==> src/sv/rgb2hls_pkg.sv <==
// ----------------------------------------------------------------------------
// rgb2hls_pkg: shared types and constants for the RGB to HLS converter
// Pixel and result transaction types plus the divider pipeline record.
// ----------------------------------------------------------------------------
`default_nettype none

package rgb2hls_pkg;

  localparam int unsigned CH_W   = 8;
  localparam int unsigned HUE_W  = 10;
  localparam int unsigned REM_W  = 18;  // dividend / partial remainder
  localparam int unsigned DEN_W  = 9;   // doubled divisor
  localparam int unsigned Q_W    = 9;   // quotient bits, one per stage
  localparam int unsigned DIV_STAGES = Q_W;

  localparam logic [Q_W-1:0]   HUE_MAX  = 9'd359;
  localparam logic [HUE_W-1:0] HUE_GREY = 10'h3FF;

  // Sextant base angles
  localparam logic [8:0] BASE_RED     = 9'd0;
  localparam logic [8:0] BASE_RED_NEG = 9'd360;
  localparam logic [8:0] BASE_GREEN   = 9'd120;
  localparam logic [8:0] BASE_BLUE    = 9'd240;

  typedef struct packed {
    logic [CH_W-1:0] red;
    logic [CH_W-1:0] green;
    logic [CH_W-1:0] blue;
  } pixel_t;

  typedef struct packed {
    logic signed [HUE_W-1:0] hue;
    logic [CH_W-1:0]         saturation;
    logic [CH_W-1:0]         lightness;
  } hls_t;

  // Two restoring dividers run side by side through the same stages.
  typedef struct packed {
    logic [REM_W-1:0] s_rem;
    logic [DEN_W-1:0] s_den;
    logic [Q_W-1:0]   s_q;
    logic [REM_W-1:0] h_rem;
    logic [DEN_W-1:0] h_den;
    logic [Q_W-1:0]   h_q;
    logic             grey;
    logic [CH_W-1:0]  light;
  } div_t;

endpackage

`default_nettype wire

==> src/sv/rgb2hls_front.sv <==
// ----------------------------------------------------------------------------
// rgb2hls_front: channel sort and dividend setup
// Two register stages: max/min/sextant, then rounded dividends and divisors.
// ----------------------------------------------------------------------------
`default_nettype none

module rgb2hls_front (
  input  wire logic                clk,
  input  wire logic                rst,
  input  wire logic                en,
  input  wire logic                vin,
  input  wire rgb2hls_pkg::pixel_t pix,
  output logic                     vout,
  output rgb2hls_pkg::div_t        dout
);
  import rgb2hls_pkg::*;

  // stage 1 registers
  logic              v1;
  logic [CH_W-1:0]   delta1;
  logic [CH_W:0]     den1;
  logic [CH_W-1:0]   light1;
  logic [8:0]        base1;
  logic signed [8:0] diff1;

  logic [CH_W-1:0]   mx, mn;
  logic [CH_W:0]     sum, sum_p1;
  logic [8:0]        base_c;
  logic signed [8:0] diff_c;

  always_comb begin
    mx = pix.red;
    mn = pix.red;
    if (pix.green > mx) mx = pix.green;
    if (pix.blue > mx) mx = pix.blue;
    if (pix.green < mn) mn = pix.green;
    if (pix.blue < mn) mn = pix.blue;
    sum    = {1'b0, mx} + {1'b0, mn};
    sum_p1 = sum + 9'd1;
    // ties prefer red, then green
    if (mx == pix.red) begin
      diff_c = $signed({1'b0, pix.green}) - $signed({1'b0, pix.blue});
      base_c = (pix.green >= pix.blue) ? BASE_RED : BASE_RED_NEG;
    end else if (mx == pix.green) begin
      diff_c = $signed({1'b0, pix.blue}) - $signed({1'b0, pix.red});
      base_c = BASE_GREEN;
    end else begin
      diff_c = $signed({1'b0, pix.red}) - $signed({1'b0, pix.green});
      base_c = BASE_BLUE;
    end
  end

  always_ff @(posedge clk) begin
    if (rst) begin
      v1 <= 1'b0;
    end else if (en) begin
      v1 <= vin;
    end
  end

  always_ff @(posedge clk) begin
    if (en) begin
      delta1 <= mx - mn;
      den1   <= (sum < 9'd255) ? sum : (9'd510 - sum);
      light1 <= sum_p1[CH_W:1];
      base1  <= base_c;
      diff1  <= diff_c;
    end
  end

  // stage 2: dividends 2N+D, divisors 2D
  logic signed [20:0] h_num;
  logic [REM_W-1:0]   s_num;

  always_comb begin
    h_num = $signed({11'd0, base1, 1'b1}) * $signed({13'd0, delta1})
          + $signed(21'sd120) * $signed({{12{diff1[8]}}, diff1});
    s_num = REM_W'(18'd510 * {10'd0, delta1}) + {9'd0, den1};
  end

  always_ff @(posedge clk) begin
    if (rst) begin
      vout <= 1'b0;
    end else if (en) begin
      vout <= v1;
    end
  end

  always_ff @(posedge clk) begin
    if (en) begin
      dout.s_rem <= s_num;
      dout.s_den <= {den1[CH_W-1:0], 1'b0};
      dout.s_q   <= '0;
      dout.h_rem <= h_num[REM_W-1:0];
      dout.h_den <= {delta1, 1'b0};
      dout.h_q   <= '0;
      dout.grey  <= (delta1 == '0);
      dout.light <= light1;
    end
  end

endmodule

`default_nettype wire

==> src/sv/rgb2hls_div.sv <==
// ----------------------------------------------------------------------------
// rgb2hls_div: one restoring division step for both dividers
// Produces one quotient bit per divider and shifts the remainder up.
// ----------------------------------------------------------------------------
`default_nettype none

module rgb2hls_div (
  input  wire logic              clk,
  input  wire logic              rst,
  input  wire logic              en,
  input  wire logic              vin,
  input  wire rgb2hls_pkg::div_t din,
  output logic                   vout,
  output rgb2hls_pkg::div_t      dout
);
  import rgb2hls_pkg::*;

  logic [REM_W-1:0] s_dsh, h_dsh, s_r, h_r;
  logic             s_ge, h_ge;

  always_comb begin
    // remainder stays below divisor << Q_W
    s_dsh = {1'b0, din.s_den, 8'd0};
    h_dsh = {1'b0, din.h_den, 8'd0};
    s_ge  = (din.s_rem >= s_dsh);
    h_ge  = (din.h_rem >= h_dsh);
    s_r   = s_ge ? (din.s_rem - s_dsh) : din.s_rem;
    h_r   = h_ge ? (din.h_rem - h_dsh) : din.h_rem;
  end

  always_ff @(posedge clk) begin
    if (rst) begin
      vout <= 1'b0;
    end else if (en) begin
      vout <= vin;
    end
  end

  always_ff @(posedge clk) begin
    if (en) begin
      dout.s_rem <= {s_r[REM_W-2:0], 1'b0};
      dout.s_den <= din.s_den;
      dout.s_q   <= {din.s_q[Q_W-2:0], s_ge};
      dout.h_rem <= {h_r[REM_W-2:0], 1'b0};
      dout.h_den <= din.h_den;
      dout.h_q   <= {din.h_q[Q_W-2:0], h_ge};
      dout.grey  <= din.grey;
      dout.light <= din.light;
    end
  end

endmodule

`default_nettype wire

==> src/sv/rgb_to_hls_converter.sv <==
// ----------------------------------------------------------------------------
// rgb_to_hls_converter: 8-bit RGB pixel to hue / lightness / saturation
// Pixel stream converter, one transaction per clock, exact integer rounding.
// ----------------------------------------------------------------------------
// Usage:
//   pix channel: pix_valid / pix_stall carry one RGB pixel per transaction.
//   hls channel: hls_valid / hls_stall carry hue (-1 for grey, else 0..359),
//   saturation and lightness, one transaction per accepted pixel, in order.
// Pipeline: two setup stages, nine divider stages of one quotient bit each,
//   and one output register.
// Throughput: one pixel per clock when not stalled; the nine-stage restoring
//   divider pair (saturation and hue share each stage) sets the latency.
// Stall: the whole pipeline freezes while a result sits at the output and
//   hls_stall is high; pix_stall then goes high. Bubbles are filled freely.
// Reset: rst (synchronous) clears all valid bits; no results are pending.
// ----------------------------------------------------------------------------
`default_nettype none

module rgb_to_hls_converter (
  input  wire logic                clk,
  input  wire logic                rst,
  input  wire logic                pix_valid,
  output logic                     pix_stall,
  input  wire rgb2hls_pkg::pixel_t pix,
  output logic                     hls_valid,
  input  wire logic                hls_stall,
  output rgb2hls_pkg::hls_t        hls
);
  import rgb2hls_pkg::*;

  logic en;
  assign en        = !(hls_valid && hls_stall);
  assign pix_stall = !en;

  logic vld [DIV_STAGES+1];
  div_t dat [DIV_STAGES+1];

  rgb2hls_front u_front (
    .clk  (clk),
    .rst  (rst),
    .en   (en),
    .vin  (pix_valid),
    .pix  (pix),
    .vout (vld[0]),
    .dout (dat[0])
  );

  for (genvar i = 0; i < DIV_STAGES; i++) begin : g_div
    rgb2hls_div u_div (
      .clk  (clk),
      .rst  (rst),
      .en   (en),
      .vin  (vld[i]),
      .din  (dat[i]),
      .vout (vld[i+1]),
      .dout (dat[i+1])
    );
  end

  // final clamp and grey override
  div_t       last;
  logic [Q_W-1:0] hue_c;
  assign last  = dat[DIV_STAGES];
  assign hue_c = (last.h_q > HUE_MAX) ? HUE_MAX : last.h_q;

  always_ff @(posedge clk) begin
    if (rst) begin
      hls_valid <= 1'b0;
    end else if (en) begin
      hls_valid <= vld[DIV_STAGES];
    end
  end

  always_ff @(posedge clk) begin
    if (en) begin
      hls.hue        <= last.grey ? $signed(HUE_GREY) : $signed({1'b0, hue_c});
      hls.saturation <= last.grey ? '0 : last.s_q[CH_W-1:0];
      hls.lightness  <= last.light;
    end
  end

endmodule

`default_nettype wire
==> config.mk <==
export PLATFORM = sky130hd
export DESIGN_NAME = rgb_to_hls_converter
export DESIGN_NICKNAME = d
export VERILOG_FILES = /design/src/sv/rgb2hls_pkg.sv /design/src/sv/rgb2hls_front.sv /design/src/sv/rgb2hls_div.sv /design/src/sv/rgb_to_hls_converter.sv
export SDC_FILE = /design/constraint.sdc
export NUM_CORES = 1
export LEC_CHECK = 0
export BUFFER_PORTS_ARGS = -buffer_cell sky130_fd_sc_hd__buf_4
export CAP_MARGIN = 0
export CORE_AREA = 2 2 277 279
export DETAILED_ROUTE_END_ITERATION = 10
export DIE_AREA = 0 0 279 281
export GPL_TIMING_DRIVEN = 0
export HOLD_SLACK_MARGIN = 0.06
export PLACE_DENSITY = 0.85
export SLEW_MARGIN = 25
export SYNTH_ARGS = -nofsm -noshare
export SYNTH_HDL_FRONTEND = slang
export SYNTH_HIERARCHICAL = 1
export SYNTH_SLANG_ARGS = --single-unit
export TNS_END_PERCENT = 30
==> constraint.sdc <==
create_clock -name clk -period 24.1 [get_ports clk]
set_input_delay 3.615 -clock clk [delete_from_list [all_inputs] [get_ports clk]]
set_output_delay 3.615 -clock clk [all_outputs]
set_load 0.01 [all_outputs]
# == Word level (Yosys, flattened, before mapping) ==
# Cells that the tools add are included.
# W data, S select, Z words.
# word_totals
wordCells,195
regBits,704
in_bits,28
output_inout_bits,28
# op_classes
multipliers,3
order_cmp,25
n_reduce_logical,3
muxes,28
addsub,25
n_eq_ne,2
# op_table
cell,n
$ge A18 B17 Y1,18
$mux W17,16
$sub A17 B17 Y17,16
$mux W9,6
$mux W8,5
$sub A8 B8 Y9,3
$add A17 B9 Y18,1
$add A18 B18 Y18,1
$mul A10 B8 Y18,1
$eq A8 B8 Y1,2
$gt A8 B8 Y1,2
$lt A8 B8 Y1,2
$mul A8 B8 Y16 const A,1
$mul A5 B9 Y14 const A,1
$mux W10,1
$add A8 B8 Y9,1
$add A9 B1 Y9 const B,1
$gt A9 B9 Y1 const B,1
$lt A9 B8 Y1 const B,1
$sub A9 B9 Y9 const A,1
$ge A8 B8 Y1,1
$logic_not A8 Y1,1
$sub A8 B8 Y8,1
$reduce_or A2 Y1,1
$logic_and A1 B1 Y1,1

# == Longest topological paths before layout ==
# logic_depth
word_depth,7
depth_mapped,29
mapped_depth_nobuf,26

# == By module ==
# Netlist, hierarchy kept.
# modules_own_cells
module,area_each_um2,cells_each,seq_area_each_um2,n_inst
rgb2hls_div at g_div[0].u_div ...,3549.7,222,2392.3,6
rgb2hls_front,11114.4,1090,2862.7,1
rgb2hls_div at g_div[4].u_div ...,3552.2,222,2392.3,3
rgb_to_hls_converter,1014.7,64,800.8,1

# == Worst setup path before layout ==
# No wires, ideal clock.
# synth_path
path_type,input -> output
start,input hls_stall
end,output pix_stall
slack_ns,-2.693
t_required_ns,20.485
path_buffers,0
arrival_time_ns,23.178
path_stages,2
path_cell_list,nand2_1 > inv_1
# synth_via
elab_chain_len,1
# synth_lines
item,line,text
from (decl),rgb_to_hls_converter.sv:26,"input wire logic hls_stall,"
$logic_and A1 B1 Y1,rgb_to_hls_converter.sv:32,assign en = !(hls_valid && hls_stall);
to (decl),rgb_to_hls_converter.sv:23,"output logic pix_stall,"
# Every way passes these cells.

# == Worst setup path in the final report ==
# layout_path
start,input pix[9] (netlist bit)
end,"register u_front.den1[4], data pin"
# layout_via
elab_chain_len,7
word_cells_on_any_way,12
cone_classes,add/sub: 2; order compare: 5; mux: 5
# layout_lines
item,line,text
from (decl),rgb_to_hls_converter.sv:24,"input wire rgb2hls_pkg::pixel_t pix,"
$gt A8 B8 Y1 or $lt A8 B8 Y1 (tied branches),"rgb2hls_front.sv:34, rgb2hls_front.sv:36",
$mux W8 (on tied branches),"rgb2hls_front.sv:34, rgb2hls_front.sv:36",
$gt A8 B8 Y1 or $lt A8 B8 Y1 (tied branches),"rgb2hls_front.sv:35, rgb2hls_front.sv:37",
$mux W8 (on tied branches),"rgb2hls_front.sv:35, rgb2hls_front.sv:37",
$add A8 B8 Y9 *,rgb2hls_front.sv:38,"sum = {1'b0, mx} + {1'b0, mn};"
$sub A9 B9 Y9 or $lt A9 B8 Y1 (tied branches),rgb2hls_front.sv:64,den1 <= (sum < 9'd255) ? sum : (9'd510 - sum);
$mux W9 *,rgb2hls_front.sv:64,
to (signal assigned),rgb2hls_front.sv:64,
to (decl),rgb2hls_front.sv:21,logic [CH_W:0] den1;
# Every way passes the cells marked *; elsewhere a longest branch is shown, timed or not.
# A chain may end at the register's enable or synchronous reset.

==> metrics.md <==
| Metric | Value |
|---|---|
| Global Route met1 Usage | `0.192` |
| Most common cell after layout, fill and taps aside | `edfxtp_1` |
| Setup ws final | `14.23 ns` |
| GRT met3 Usage | `0.0241` |
| Setup crit end kind | `flip-flop` |
| Layout Skew | `0.0179 ns` |
| Max frequency | `0.101 GHz` |
| Outcome | `finished clean` |
| TritonCTS Buffers | `74` |
| Clk sinks | `710` |
| Die X-Extent | `279 um` |
| Commonest non-fill, non-tap cells in the layout | `698 x edfxtp_1, 383 x inv_1, 324 x ha_1, 153 x mux2_2, 151 x a21oi_1` |
| Worst-path maximum fanout | `10` |
| HP Class | `flip-flop to flip-flop` |
| Via count | `22,500` |
| DR DRC count | `0` |
| Gr busiest metal | `met2` |
| Antenna fix cells | `0` |
| Final nets | `3,536` |
| CP Launch Type | `input port` |
| DP HPWL | `48,000 um` |
| Slowest-stage cell, CP | `ha_1` |
| TritonRoute pass-1 iters | `7` |
| # setup viols final | `0` |
| Fin crit share | `0.409` |
| Setup bufs post-CTS | `0` |
| CP arrival | `10.21 ns` |
| Mapped Avg Cell Area | `13.5 um2` |
| Clock latency on the worst-skew pair | `0.62 ns` |
| First DRT Iteration DRCs | `1,110` |
| Post-route ant nets | `0` |
| Post-Route WL | `66,300 um` |
| Critical Path RT | `24.44 ns` |
| Filler instances | `5,552` |
| Vias in the first global route | `23,500` |
| Area growth from synthesis to layout | `11.1%` |
| H-tree depth | `3` |
| Root Buffer | `clkbuf_16` |
| Total gr overflow | `0` |
| Hold Vio Cnt, Final | `0` |
| GRT Util Overall | `0.171` |
| Synth warn | `6` |
| Die height | `281 um` |
| Slew HR | `0.475` |
| DR WL/cell | `16.1 um` |
| Setup Slack @ Placement | `13.74 ns` |
| Syn Std Cell Area | `39,400 um2` |
| First-pass GRT wire length | `111,000 um` |
| Setup repair after global routing missed its margin | `no` |
| Cell Area, Placed | `41,400 um2` |
| Slew @ Worst Pin | `0.781 ns` |
| Resized Gates After CTS | `0` |
| Fin crit period | `9.87 ns` |
| Max Buffers Root-to-Sink | `3` |
| Share of cells above drive strength 1 | `0.135` |
| Hold-fix buffers at CTS | `0` |
| Final instance area | `43,800 um2` |
| # IOs | `56` |
| Hold_ws | `0.404 ns` |
| CTS tree | `done` |
| Synth Instances | `2,929` |
| Die area | `78,400 um2` |
| Largest net degree at the start of global routing | `61` |
| Max Slew Vio Count | `0` |
| Clk slew on worst S/H paths | `0.06 ns` |
| Buffers on Ports | `55` |
| Multi-input gate area | `16,500 um2` |
| Vias/cell | `5.47` |
| Met2 global-route usage | `0.325` |
| Initial antenna violation count | `0` |
| GP Congestion | `0.922` |
| Critical path's largest stage delay | `0.43 ns` |
| Initial Utilization | `0.522` |
| Max-cap viol count | `0` |
| Critical path class | `input port to flip-flop` |
| Register area | `21,200 um2` |
| Num rows | `101` |
| Core footprint | `75,400 um2` |
[per-stage QoR]
stage | std cells | TNS (ns) | utilization
floorplan | 2938 | 0 | -
global placement | 3971 | -623.79 | 0.544
detailed placement | 3986 | 0 | 0.549
CTS | 4124 | 0 | 0.580
global route | 4124 | 0 | 0.580
finish | 4124 | 0 | 0.580
[critical path: cells and delay by family]
family	cells	cell delay (ns)
xor+xnor	2	0.28
buf+inv	6	1.47
compound gates	11	2.85
fa+ha+maj	3	1.03
simple gates	7	0.92
[registers in the layout (all words and copies together), names as in the netlist, 5 cells and up]
| signal | cells |
|---|---|
| u_front/dout | 56 |
| g_div.u_div/vout | 9 |
| u_front/light1 | 8 |
| u_front/den1 | 8 |
| hls | 26 |
| u_front/base1 | 5 |
| g_div.u_div/dout | 578 |
| u_front/diff1 | 9 |
| u_front/delta1 | 8 |
[per-layer routing]
layer	up-vias	share of wire
met4	0	0.035
met3	162	0.032
met5	-	0
li1	11000	-
met1	10900	0.40
met2	449	0.53
[final timing paths]
| kind | startpoint | end | slack (ns) | cells past startpoint |
|---|---|---|---|---|
| hold reg to reg | g_div[3].u_div/dout[10] | g_div[4].u_div/dout[11] | 0.40 | 0 |
| hold / removal | g_div[3].u_div/dout[10] | g_div[4].u_div/dout[11] | 0.40 | 0 |
| setup reg to reg | u_front/diff1[0] | u_front/dout[43] | 17.36 | 24 |
| setup / recovery | pix[9] | u_front/den1[4] | 14.23 | 29 |
[area by class of cell]
cell class                      instances  area share
Timing Repair Buffer                   70      0.0171
Clock buffer                           96      0.0454
Buffer                                 37     0.00592
Sequential cell                       710       0.484
Inverter                              383      0.0328
Clock inverter                         42     0.00872
Multi-Input combinational cell       1808       0.378
Tap cell                              978      0.0280
Power is left out: the tool's default activity adds up to more than one toggle a clock period on the data nets, which glitch-free logic cannot reach.
